### config.mk
export PLATFORM = sky130hd
export DESIGN_NAME = pixel_color_space_converter_unit_flat
export DESIGN_NICKNAME = d
export VERILOG_FILES = /design/src/rtl/pcsc_pkg.sv /design/src/rtl/pcsc_if.sv /design/src/rtl/pcsc_front.sv /design/src/rtl/pcsc_queue.sv /design/src/rtl/pcsc_back.sv /design/src/rtl/pixel_color_space_converter_unit.sv /design/src/flat_wrapper.sv
export SDC_FILE = /design/constraint.sdc
export NUM_CORES = 2
export LEC_CHECK = 0
export ABC_CLOCK_PERIOD_IN_PS = 16820
export BUFFER_PORTS_ARGS = -buffer_cell sky130_fd_sc_hd__buf_2
export CAP_MARGIN = 25
export CORE_UTILIZATION = 23
export CTS_BUF_LIST = sky130_fd_sc_hd__clkbuf_16
export DETAILED_ROUTE_END_ITERATION = 8
export HOLD_SLACK_MARGIN = 0.06
export PLACE_DENSITY = 0.42
export SYNTH_ARGS = -nofsm -noshare
export SYNTH_HDL_FRONTEND = slang
export SYNTH_SLANG_ARGS = --single-unit
### constraint.sdc
create_clock -name i_clk -period 16.82 [get_ports i_clk]
set_input_delay 0.841 -clock i_clk [delete_from_list [all_inputs] [get_ports i_clk]]
set_output_delay 0.841 -clock i_clk [all_outputs]
set_load 0.05 [all_outputs]
### src/rtl/pcsc_pkg.sv
// shared types, constants and register codes of the pixel color space converter
package pcsc_pkg;

    // fixed point format of the matrix coefficients
    localparam int COEFF_FRAC_BITS = 12;
    localparam int COEFF_W         = 16;
    localparam int LANES           = 3;
    localparam int PIX_W           = 8;
    localparam int DATA_W          = PIX_W + 1;
    localparam int PROD_W          = COEFF_W + DATA_W;
    localparam int ACC_W           = PROD_W + 3;
    localparam int OOFS_W          = 12;
    localparam int GRAY_SHIFT      = 12;
    localparam int CNT_W           = 2;

    // register widths
    localparam int MODE_W     = 2;
    localparam int ROW_W      = LANES * COEFF_W;
    localparam int IOFS_W     = LANES * PIX_W;
    localparam int OOFS_ALL_W = LANES * OOFS_W;
    localparam int CFG_DATA_W = ROW_W;
    localparam int CFG_IDX_W  = 3;

    // queue between front and back
    localparam int QUEUE_DEPTH = 2;
    localparam int QPTR_W      = $clog2(QUEUE_DEPTH);
    localparam int QCNT_W      = $clog2(QUEUE_DEPTH + 1);

    // coefficient constants
    localparam logic [COEFF_W-1:0] COEFF_ONE   = COEFF_W'(1 << COEFF_FRAC_BITS);
    localparam logic [COEFF_W-1:0] GRAY_W_R    = COEFF_W'(1225);
    localparam logic [COEFF_W-1:0] GRAY_W_G    = COEFF_W'(2404);
    localparam logic [COEFF_W-1:0] GRAY_W_B    = COEFF_W'(467);
    localparam logic [ACC_W-1:0]   ROUND_HALF  = ACC_W'(1) << (COEFF_FRAC_BITS - 1);
    localparam logic [ACC_W-1:0]   PIX_MAX_ACC = ACC_W'((1 << PIX_W) - 1);

    // channel counts
    localparam logic [CNT_W-1:0] CNT_FULL   = CNT_W'(3);
    localparam logic [CNT_W-1:0] CNT_SINGLE = CNT_W'(1);

    // register reset values: identity matrix
    localparam logic [ROW_W-1:0] ROW0_RST = {{(2*COEFF_W){1'b0}}, COEFF_ONE};
    localparam logic [ROW_W-1:0] ROW1_RST = {{COEFF_W{1'b0}}, COEFF_ONE, {COEFF_W{1'b0}}};
    localparam logic [ROW_W-1:0] ROW2_RST = {COEFF_ONE, {(2*COEFF_W){1'b0}}};

    typedef enum logic [MODE_W-1:0] {
        MODE_FULL    = 2'd0,
        MODE_YUV     = 2'd1,
        MODE_GRAY    = 2'd2,
        MODE_EXTRACT = 2'd3
    } t_mode;

    typedef enum logic [CFG_IDX_W-1:0] {
        REG_MODE    = 3'd0,
        REG_ROW0    = 3'd1,
        REG_ROW1    = 3'd2,
        REG_ROW2    = 3'd3,
        REG_IN_OFS  = 3'd4,
        REG_OUT_OFS = 3'd5
    } t_cfg_reg;

    // register file contents
    typedef struct packed {
        t_mode                             mode;
        logic [LANES-1:0][ROW_W-1:0]       rows;
        logic [IOFS_W-1:0]                 in_ofs;
        logic [OOFS_ALL_W-1:0]             out_ofs;
    } t_cfg;

    // one classified item in flight from front to back
    typedef struct packed {
        t_mode                             op;
        logic [LANES-1:0][DATA_W-1:0]      x;
        logic [LANES-1:0][ACC_W-1:0]       bias;
        logic                              last;
    } t_work;

endpackage

### src/rtl/pcsc_if.sv
// pixel input and result output channels
interface pcsc_in_if;
    import pcsc_pkg::*;
    logic             valid;
    logic             ready;
    logic [PIX_W-1:0] comp_a;
    logic [PIX_W-1:0] comp_b;
    logic [PIX_W-1:0] comp_c;
    logic             last_in;

    modport source (output valid, comp_a, comp_b, comp_c, last_in, input ready);
    modport sink   (input valid, comp_a, comp_b, comp_c, last_in, output ready);
endinterface

interface pcsc_out_if;
    import pcsc_pkg::*;
    logic             valid;
    logic             ready;
    logic [PIX_W-1:0] out_a;
    logic [PIX_W-1:0] out_b;
    logic [PIX_W-1:0] out_c;
    logic [CNT_W-1:0] channel_count;
    logic             last_out;

    modport source (output valid, out_a, out_b, out_c, channel_count, last_out, input ready);
    modport sink   (input valid, out_a, out_b, out_c, channel_count, last_out, output ready);
endinterface

### src/rtl/pcsc_front.sv
// front: accepts pixels, removes input offsets (full and YUV modes) and classifies by mode
module pcsc_front (
    pcsc_in_if.sink          i_pix,
    input  pcsc_pkg::t_cfg   i_cfg,
    input  logic             i_full,
    output logic             o_push,
    output pcsc_pkg::t_work  o_work
);
    import pcsc_pkg::*;

    logic [LANES-1:0][PIX_W-1:0] w_comp;

    // accept whenever the queue has room
    assign i_pix.ready = !i_full;
    assign o_push      = i_pix.valid && !i_full;
    assign w_comp      = {i_pix.comp_c, i_pix.comp_b, i_pix.comp_a};

    // operands and per-row bias
    always_comb begin
        logic [ACC_W-1:0] oofs_ext;
        o_work.op   = i_cfg.mode;
        o_work.last = i_pix.last_in;
        for (int k = 0; k < LANES; k++) begin
            case (i_cfg.mode)
                MODE_GRAY, MODE_EXTRACT: o_work.x[k] = {1'b0, w_comp[k]};
                default: o_work.x[k] = {1'b0, w_comp[k]} -
                                       {1'b0, i_cfg.in_ofs[k*PIX_W +: PIX_W]};
            endcase
        end
        for (int r = 0; r < LANES; r++) begin
            oofs_ext = ACC_W'($signed(i_cfg.out_ofs[r*OOFS_W +: OOFS_W]));
            case (i_cfg.mode)
                MODE_FULL: o_work.bias[r] = (oofs_ext << COEFF_FRAC_BITS) + ROUND_HALF;
                MODE_GRAY: o_work.bias[r] = '0;
                default:   o_work.bias[r] = ROUND_HALF;
            endcase
        end
    end

endmodule

### src/rtl/pcsc_queue.sv
// short queue of classified items between front and back
module pcsc_queue (
    input  logic             i_clk,
    input  logic             i_rst_n,
    input  logic             i_push,
    input  pcsc_pkg::t_work  i_data,
    output logic             o_full,
    output logic             o_valid,
    input  logic             i_pop,
    output pcsc_pkg::t_work  o_data
);
    import pcsc_pkg::*;

    t_work             r_mem [QUEUE_DEPTH];
    logic [QPTR_W-1:0] r_wptr;
    logic [QPTR_W-1:0] r_rptr;
    logic [QCNT_W-1:0] r_count;
    logic [QPTR_W-1:0] n_wptr;
    logic [QPTR_W-1:0] n_rptr;
    logic [QCNT_W-1:0] n_count;

    assign o_full  = (r_count == QCNT_W'(QUEUE_DEPTH));
    assign o_valid = (r_count != '0);
    assign o_data  = r_mem[r_rptr];

    // pointer and fill count update
    always_comb begin
        n_wptr  = r_wptr;
        n_rptr  = r_rptr;
        n_count = r_count;
        if (i_push) begin
            n_wptr = (r_wptr == QPTR_W'(QUEUE_DEPTH - 1)) ? '0 : r_wptr + 1'b1;
        end
        if (i_pop) begin
            n_rptr = (r_rptr == QPTR_W'(QUEUE_DEPTH - 1)) ? '0 : r_rptr + 1'b1;
        end
        case ({i_push, i_pop})
            2'b10:   n_count = r_count + 1'b1;
            2'b01:   n_count = r_count - 1'b1;
            default: n_count = r_count;
        endcase
    end

    always_ff @(posedge i_clk) begin
        if (!i_rst_n) begin
            r_wptr  <= '0;
            r_rptr  <= '0;
            r_count <= '0;
        end else begin
            r_wptr  <= n_wptr;
            r_rptr  <= n_rptr;
            r_count <= n_count;
        end
    end

    // entry storage
    always_ff @(posedge i_clk) begin
        if (i_push) begin
            r_mem[r_wptr] <= i_data;
        end
    end

`ifndef SYNTHESIS
    a_count_bound: assert property (@(posedge i_clk) disable iff (!i_rst_n)
        r_count <= QCNT_W'(QUEUE_DEPTH))
        else $error("queue fill count beyond depth");
    a_no_overflow: assert property (@(posedge i_clk) disable iff (!i_rst_n)
        i_push |-> (r_count < QCNT_W'(QUEUE_DEPTH)) || i_pop)
        else $error("push into full queue");
    a_no_underflow: assert property (@(posedge i_clk) disable iff (!i_rst_n)
        i_pop |-> r_count != '0)
        else $error("pop from empty queue");
`endif

endmodule

### src/rtl/pcsc_back.sv
// back: matrix products, then sum, round (not in gray mode) and clamp into the output register
module pcsc_back (
    input  logic             i_clk,
    input  logic             i_rst_n,
    input  pcsc_pkg::t_cfg   i_cfg,
    input  logic             i_valid,
    input  pcsc_pkg::t_work  i_work,
    output logic             o_pop,
    pcsc_out_if.source       o_pix
);
    import pcsc_pkg::*;

    logic [LANES-1:0][LANES-1:0][COEFF_W-1:0] w_coef;
    logic [LANES-1:0][LANES-1:0][PROD_W-1:0]  w_prod;
    logic                                     w_s1_en;
    logic                                     w_s2_load;
    logic [LANES-1:0][PIX_W-1:0]              w_res;

    logic                                     r_s1_valid;
    logic [LANES-1:0][LANES-1:0][PROD_W-1:0]  r_s1_prod;
    logic [LANES-1:0][ACC_W-1:0]              r_s1_bias;
    logic                                     r_s1_gray;
    logic [CNT_W-1:0]                         r_s1_cnt;
    logic                                     r_s1_last;

    logic                                     r_out_valid;
    logic [LANES-1:0][PIX_W-1:0]              r_out_res;
    logic [CNT_W-1:0]                         r_out_cnt;
    logic                                     r_out_last;

    // stage handshakes
    assign w_s2_load = r_s1_valid && (!r_out_valid || o_pix.ready);
    assign w_s1_en   = !r_s1_valid || w_s2_load;
    assign o_pop     = i_valid && w_s1_en;

    // coefficient selection per mode
    always_comb begin
        w_coef = '0;
        case (i_work.op)
            MODE_FULL: begin
                for (int r = 0; r < LANES; r++) begin
                    w_coef[r] = i_cfg.rows[r];
                end
            end
            MODE_YUV: begin
                w_coef[0][0] = COEFF_ONE;
                w_coef[0][2] = i_cfg.rows[0][2*COEFF_W +: COEFF_W];
                w_coef[1][0] = COEFF_ONE;
                w_coef[1][1] = i_cfg.rows[1][COEFF_W +: COEFF_W];
                w_coef[1][2] = i_cfg.rows[1][2*COEFF_W +: COEFF_W];
                w_coef[2][0] = COEFF_ONE;
                w_coef[2][1] = i_cfg.rows[2][COEFF_W +: COEFF_W];
            end
            MODE_GRAY: begin
                w_coef[0][0] = GRAY_W_R;
                w_coef[0][1] = GRAY_W_G;
                w_coef[0][2] = GRAY_W_B;
            end
            MODE_EXTRACT: begin
                w_coef[0][0] = COEFF_ONE;
            end
            default: w_coef = '0;
        endcase
    end

    // nine signed products
    always_comb begin
        for (int r = 0; r < LANES; r++) begin
            for (int k = 0; k < LANES; k++) begin
                w_prod[r][k] = PROD_W'($signed(w_coef[r][k]) * $signed(i_work.x[k]));
            end
        end
    end

    // product stage
    always_ff @(posedge i_clk) begin
        if (!i_rst_n) begin
            r_s1_valid <= 1'b0;
        end else if (w_s1_en) begin
            r_s1_valid <= i_valid;
        end
    end

    always_ff @(posedge i_clk) begin
        if (o_pop) begin
            r_s1_prod <= w_prod;
            r_s1_bias <= i_work.bias;
            r_s1_gray <= (i_work.op == MODE_GRAY);
            r_s1_cnt  <= (i_work.op == MODE_GRAY || i_work.op == MODE_EXTRACT) ?
                         CNT_SINGLE : CNT_FULL;
            r_s1_last <= i_work.last;
        end
    end

    // row sums, rounding shift and clamp
    always_comb begin
        logic signed [ACC_W-1:0] acc;
        logic signed [ACC_W-1:0] shifted;
        for (int r = 0; r < LANES; r++) begin
            acc = ACC_W'($signed(r_s1_prod[r][0])) + ACC_W'($signed(r_s1_prod[r][1])) +
                  ACC_W'($signed(r_s1_prod[r][2])) + $signed(r_s1_bias[r]);
            shifted = r_s1_gray ? (acc >>> GRAY_SHIFT) : (acc >>> COEFF_FRAC_BITS);
            if (acc[ACC_W-1]) begin
                w_res[r] = '0;
            end else if (ACC_W'(shifted) > PIX_MAX_ACC) begin
                w_res[r] = {PIX_W{1'b1}};
            end else begin
                w_res[r] = shifted[PIX_W-1:0];
            end
        end
    end

    // output register
    always_ff @(posedge i_clk) begin
        if (!i_rst_n) begin
            r_out_valid <= 1'b0;
        end else if (w_s2_load) begin
            r_out_valid <= 1'b1;
        end else if (o_pix.ready) begin
            r_out_valid <= 1'b0;
        end
    end

    always_ff @(posedge i_clk) begin
        if (w_s2_load) begin
            r_out_res  <= w_res;
            r_out_cnt  <= r_s1_cnt;
            r_out_last <= r_s1_last;
        end
    end

    assign o_pix.valid         = r_out_valid;
    assign o_pix.out_a         = r_out_res[0];
    assign o_pix.out_b         = r_out_res[1];
    assign o_pix.out_c         = r_out_res[2];
    assign o_pix.channel_count = r_out_cnt;
    assign o_pix.last_out      = r_out_last;

`ifndef SYNTHESIS
    a_single_zero: assert property (@(posedge i_clk) disable iff (!i_rst_n)
        r_out_valid && r_out_cnt == CNT_SINGLE |-> r_out_res[1] == '0 && r_out_res[2] == '0)
        else $error("unused channels not zero in single channel item");
    a_s1_hold: assert property (@(posedge i_clk) disable iff (!i_rst_n)
        r_s1_valid && !w_s2_load |=> r_s1_valid && $stable(r_s1_prod) && $stable(r_s1_last))
        else $error("product stage changed while stalled");
`endif

endmodule

### src/rtl/pixel_color_space_converter_unit.sv
// top level of the pixel color space converter: registers, front, queue and back
// an accepted pixel is written into the queue, then passes the product stage and the output register
// throughput: one pixel per cycle while the result side accepts, set by the single product stage and output register
// the two-entry queue absorbs a stall of the result side while pixels keep arriving
// reset (synchronous, active low) empties queue and stages and restores identity matrix
// reset also clears mode to full matrix and all offsets to zero
module pixel_color_space_converter_unit (
    input  logic                               i_clk,
    input  logic                               i_rst_n,
    input  logic                               i_cfg_we,
    input  logic [pcsc_pkg::CFG_IDX_W-1:0]     i_cfg_idx,
    input  logic [pcsc_pkg::CFG_DATA_W-1:0]    i_cfg_data,
    pcsc_in_if.sink                            i_pix,
    pcsc_out_if.source                         o_pix
);
    import pcsc_pkg::*;

    t_cfg  r_cfg;
    logic  w_full;
    logic  w_push;
    logic  w_q_valid;
    logic  w_pop;
    t_work w_push_work;
    t_work w_pop_work;

    // configuration registers
    always_ff @(posedge i_clk) begin
        if (!i_rst_n) begin
            r_cfg.mode    <= MODE_FULL;
            r_cfg.rows[0] <= ROW0_RST;
            r_cfg.rows[1] <= ROW1_RST;
            r_cfg.rows[2] <= ROW2_RST;
            r_cfg.in_ofs  <= '0;
            r_cfg.out_ofs <= '0;
        end else if (i_cfg_we) begin
            case (t_cfg_reg'(i_cfg_idx))
                REG_MODE:    r_cfg.mode    <= t_mode'(i_cfg_data[MODE_W-1:0]);
                REG_ROW0:    r_cfg.rows[0] <= i_cfg_data[ROW_W-1:0];
                REG_ROW1:    r_cfg.rows[1] <= i_cfg_data[ROW_W-1:0];
                REG_ROW2:    r_cfg.rows[2] <= i_cfg_data[ROW_W-1:0];
                REG_IN_OFS:  r_cfg.in_ofs  <= i_cfg_data[IOFS_W-1:0];
                REG_OUT_OFS: r_cfg.out_ofs <= i_cfg_data[OOFS_ALL_W-1:0];
                default:     r_cfg.mode    <= r_cfg.mode;
            endcase
        end
    end

    pcsc_front u_front (
        .i_pix  (i_pix),
        .i_cfg  (r_cfg),
        .i_full (w_full),
        .o_push (w_push),
        .o_work (w_push_work)
    );

    pcsc_queue u_queue (
        .i_clk   (i_clk),
        .i_rst_n (i_rst_n),
        .i_push  (w_push),
        .i_data  (w_push_work),
        .o_full  (w_full),
        .o_valid (w_q_valid),
        .i_pop   (w_pop),
        .o_data  (w_pop_work)
    );

    pcsc_back u_back (
        .i_clk   (i_clk),
        .i_rst_n (i_rst_n),
        .i_cfg   (r_cfg),
        .i_valid (w_q_valid),
        .i_work  (w_pop_work),
        .o_pop   (w_pop),
        .o_pix   (o_pix)
    );

endmodule
### src/flat_wrapper.sv
// flat-port wrapper written by rule: the top's interface ports become plain ports
module pixel_color_space_converter_unit_flat import pcsc_pkg::*;
  (i_clk, i_rst_n, i_cfg_we, i_cfg_idx, i_cfg_data, i_pix_valid, i_pix_comp_a, i_pix_comp_b, i_pix_comp_c, i_pix_last_in, i_pix_ready, o_pix_valid, o_pix_out_a, o_pix_out_b, o_pix_out_c, o_pix_channel_count, o_pix_last_out, o_pix_ready);
  pcsc_in_if i_pix_i ();
  pcsc_out_if o_pix_i ();
  input  logic i_clk;
  input  logic i_rst_n;
  input  logic i_cfg_we;
  input  logic [pcsc_pkg::CFG_IDX_W-1:0] i_cfg_idx;
  input  logic [pcsc_pkg::CFG_DATA_W-1:0] i_cfg_data;
  input wire logic [$bits(i_pix_i.valid)-1:0] i_pix_valid;
  input wire logic [$bits(i_pix_i.comp_a)-1:0] i_pix_comp_a;
  input wire logic [$bits(i_pix_i.comp_b)-1:0] i_pix_comp_b;
  input wire logic [$bits(i_pix_i.comp_c)-1:0] i_pix_comp_c;
  input wire logic [$bits(i_pix_i.last_in)-1:0] i_pix_last_in;
  output wire logic [$bits(i_pix_i.ready)-1:0] i_pix_ready;
  output wire logic [$bits(o_pix_i.valid)-1:0] o_pix_valid;
  output wire logic [$bits(o_pix_i.out_a)-1:0] o_pix_out_a;
  output wire logic [$bits(o_pix_i.out_b)-1:0] o_pix_out_b;
  output wire logic [$bits(o_pix_i.out_c)-1:0] o_pix_out_c;
  output wire logic [$bits(o_pix_i.channel_count)-1:0] o_pix_channel_count;
  output wire logic [$bits(o_pix_i.last_out)-1:0] o_pix_last_out;
  input wire logic [$bits(o_pix_i.ready)-1:0] o_pix_ready;
  assign i_pix_i.valid = i_pix_valid;
  assign i_pix_i.comp_a = i_pix_comp_a;
  assign i_pix_i.comp_b = i_pix_comp_b;
  assign i_pix_i.comp_c = i_pix_comp_c;
  assign i_pix_i.last_in = i_pix_last_in;
  assign i_pix_ready = i_pix_i.ready;
  assign o_pix_valid = o_pix_i.valid;
  assign o_pix_out_a = o_pix_i.out_a;
  assign o_pix_out_b = o_pix_i.out_b;
  assign o_pix_out_c = o_pix_i.out_c;
  assign o_pix_channel_count = o_pix_i.channel_count;
  assign o_pix_last_out = o_pix_i.last_out;
  assign o_pix_i.ready = o_pix_ready;
  pixel_color_space_converter_unit u_core (.i_clk(i_clk), .i_rst_n(i_rst_n), .i_cfg_we(i_cfg_we), .i_cfg_idx(i_cfg_idx), .i_cfg_data(i_cfg_data), .i_pix(i_pix_i), .o_pix(o_pix_i));
endmodule
==> impl_metrics.env <==
export IMPL_outcome="completed"
export IMPL_arrival_ns=8.86
export IMPL_seq_area_frac_synth_pct=23.5
export IMPL_crit_path_frequent_cell="fa_1"
export IMPL_cts_buffers=80
export IMPL_io_buffers=108
export IMPL_grt_start_max_net_pins=96
export IMPL_layout_min_cycle_time_ns=8.37
export IMPL_avgSynthCellArea_sq_um=9.98
export IMPL_vias=49600
export IMPL_cp_end_kind="register"
export IMPL_synth_edf_count=424
export IMPL_setup_tns_ns=0
export IMPL_fmax_ghz=0.119
export IMPL_wl_mm=227
export IMPL_cp_max_fo=93
export IMPL_clockBufferDepth=3
export IMPL_fillerInstances=33400
export IMPL_layout_common_cells="fa_1, nand2_1, inv_1"
export IMPL_synthesis_nets=9125
export IMPL_cts_htree_levels=3
export IMPL_crit_buf_inv=4
export IMPL_ant_nets=0
export IMPL_drtIter0Drc=2721
export IMPL_startpoint_type="register"
export IMPL_cpLargestDelayFamily="adder cells"
export IMPL_ios=110
export IMPL_stdcell_count=11400
export IMPL_slew_headroom_pct=30.0
export IMPL_cts_tree="built"
export IMPL_die_width_um=563
export IMPL_rsz0062_at_grt="no"
export IMPL_ys_ff_latch=637
export IMPL_placedCellCount=11300
export IMPL_drv_cap=0
export IMPL_cp_required_ns=17.30
export IMPL_final_common_cell="fa_1"
export IMPL_drv_slew=0
export IMPL_grt_total_usage_pct=14.6
export IMPL_path_clk_slew_ns=0.06
export IMPL_fp_dieH_um=563
export IMPL_finalCritPeriodShare_pct=49.8
export IMPL_cp_slowest_cell="buf_4"
export IMPL_area_growth_pct=11.0
export IMPL_clock_latency_ns=0.73
export IMPL_stdcell_area_sq_mm=0.0804
export IMPL_die_area_sq_mm=0.317
export IMPL_crit_chain="buf_4, nand2_1, o31ai_4, buf_4, buf_4, and2_1, nand2_1, fa_1, inv_1, fa_1, fa_1, fa_1, ha_1, ha_1, o21a_1, o21ai_0, a21oi_1, o41ai_1, o211a_1, a211o_1, o21ai_0, o22a_1, xnor2_1"
export IMPL_final_nets=9065
export IMPL_drc_errors=0
export IMPL_via_per_inst=4.34
export IMPL_place_area_sq_mm=0.0777
export IMPL_start_util_pct=23.2
export IMPL_critPathKind="register to register"
export IMPL_finalClockSkew_ns=0.0468
export IMPL_async_flop_share_pct=0
export IMPL_final_util_pct=25.7
export IMPL_worst_slew_pin_slew_ns=1.04
export IMPL_row_count=205
export IMPL_post_cts_buffers=0
export IMPL_ys_types=83
export IMPL_hp_class="input port to register"
export IMPL_clock_root_buffer="clkbuf_16"
export IMPL_dp_hpwl_mm=180
export IMPL_antenna_found_initial=16
export IMPL_core_sq_mm=0.312
export IMPL_hold_viol=0
export IMPL_grt_first_pass_wirelength_mm=346
export IMPL_setup_viol=0
export IMPL_dr_pass1_iters=6
export IMPL_post_cts_resized=0
export IMPL_place_congestion=0.861
export IMPL_synthCells=7258
export IMPL_grt_pass1_vias=53500
export IMPL_grt_overflow=0
export IMPL_wl_per_cell_um=19.9
export IMPL_layout_drive_gt1_share_pct=6.23
export IMPL_p_leak_nw=36.4
export IMPL_slowest_delay_ns=0.77
export IMPL_yosys_most_used_dff="edfxtp_1"
export IMPL_syn_area_sq_mm=0.0724
export IMPL_cts_num_sinks=637
export IMPL_synth_warnings=0
export IMPL_cts_hold_buf=0
export IMPL_power_density_mw_per_mm2=184
export IMPL_peakVddDrop_v=0.000159
==> kinds of logic (layout without fill, tap and decap cells) <==
kind of cell | count (synthesis) | count (layout) | synth area share [%]
buf+inv | 1382 | 1390 | 7.20
simple gates | 2346 | 2346 | 14.5
compound gates | 763 | 763 | 7.21
xor+xnor | 248 | 248 | 3.00
flops | 637 | 637 | 23.5
fa+ha+maj | 1786 | 1786 | 43.2
mux | 95 | 95 | 1.42
other cells | 1 | 8 | 0.00518
==> state kept, by name, summed over array words and instances, names as in the netlist, named ones only <==
register                           flops
u_core.u_back.r_s1_bias               37
u_core.u_back.r_s1_prod              225
u_core.u_back.o_pix.last_out           1
u_core.u_back.r_s1_last                1
u_core.u_back.o_pix.channel_count      1
u_core.u_back.o_pix.valid              1
u_core.u_back.o_pix.out_b              8
u_core.u_queue.r_count                 2
u_core.u_back.o_pix.out_c              8
u_core.u_queue.r_mem                 134
u_core.u_queue.r_wptr                  1
u_core.u_back.o_pix.out_a              8
u_core.r_cfg                         206
u_core.u_queue.r_rptr                  1
u_core.u_back.r_s1_valid               1
u_core.u_back.r_s1_cnt                 1
==> cell type report <==
type	instances	area (sq um)	share of cell area, %
sequential	637	17000	21.2
clock buffer	83	2080	2.58
clock inverter	67	571	0.710
multi-input combinational	5239	50400	62.7
inverter	1054	3960	4.93
antenna	7	17.5	0.0218
timing repair buffer	186	1150	1.43
tap	4140	5180	6.44
==> final timing paths <==
check / from / depth (start not counted) / end / slack [ns]
setup / recovery: register / 23 / u_core.u_back.r_s1_prod[49]$_DFFE_PP_ / 8.45
hold / removal: i_pix_last_in / 1 / u_core.u_queue.r_mem[0][0]$_DFFE_PP_ / 0.31
setup reg to reg: register / 23 / u_core.u_back.r_s1_prod[49]$_DFFE_PP_ / 8.45
hold reg to reg: u_core.u_back.r_s1_cnt[1]$_DFFE_PP_ / 0 / u_core.u_back.o_pix.channel_count[1]$_DFFE_PP_ / 0.42
==> cells in the mapped netlist, types with 9 or more instances <==
master / count / area share (%)
fa_1: 1191 / 33
nand2_1: 1074 / 5.6
inv_1: 1052 / 5.5
ha_1: 595 / 10
nor2_1: 520 / 2.7
edfxtp_1: 424 / 18
clkbuf_1: 255 / 1.3
and2_1: 225 / 1.9
dfxtp_1: 213 / 5.9
a21boi_0: 209 / 2.2
and3_1: 208 / 1.8
a21oi_1: 203 / 1.4
xnor2_1: 197 / 2.4
nand3_1: 121 / 0.84
o21ai_0: 94 / 0.65
buf_1: 65 / 0.34
mux2_2: 64 / 1.0
nor3_1: 59 / 0.41
xor2_1: 51 / 0.62
o21a_1: 48 / 0.50
nor2b_1: 47 / 0.41
a21o_1: 40 / 0.41
nand2b_1: 32 / 0.28
mux2i_1: 31 / 0.43
or3_1: 26 / 0.22
o21bai_1: 22 / 0.23
a211oi_1: 20 / 0.21
a31oi_1: 15 / 0.13
o31ai_1: 13 / 0.13
o41ai_1: 9 / 0.11
or2_2: 9 / 0.078
==> per-stage QoR <==
| step | setup WS [ns] | hold slack, ns | power (mW) |
|---|---|---|---|
| 3_5_place_dp | 8.44 | 0.415 | 13.1 |
| 2_1_floorplan | 0.823 | 0.400 | 10.3 |
| 6_report | 8.45 | 0.308 | 14.8 |
| 3_3_place_gp | 8.47 | 0.415 | 13.1 |
| 4_1_cts | 8.41 | 0.240 | 15.0 |
| 5_1_grt | 8.01 | 0.276 | 16.3 |
==> where the power goes <==
part           switching (mW)  internal (mW)
clock network           0.776          0.996
registers               0.422           2.48
logic                    6.03           4.06
total                    7.23           7.54
==> layer usage <==
| layer | routed length [um] | vias to the layer above | track usage [%] |
|---|---|---|---|
| met1 | 100000 | 25500 | 18.9 |
| met3 | 8340 | 228 | 1.64 |
| met4 | 8850 | 2 | 5.55 |
| met5 | 9 | - | 0 |
| li1 | - | 23000 | - |
| met2 | 110000 | 905 | 24.8 |
Note: power is estimated with default switching activity, not from simulation.
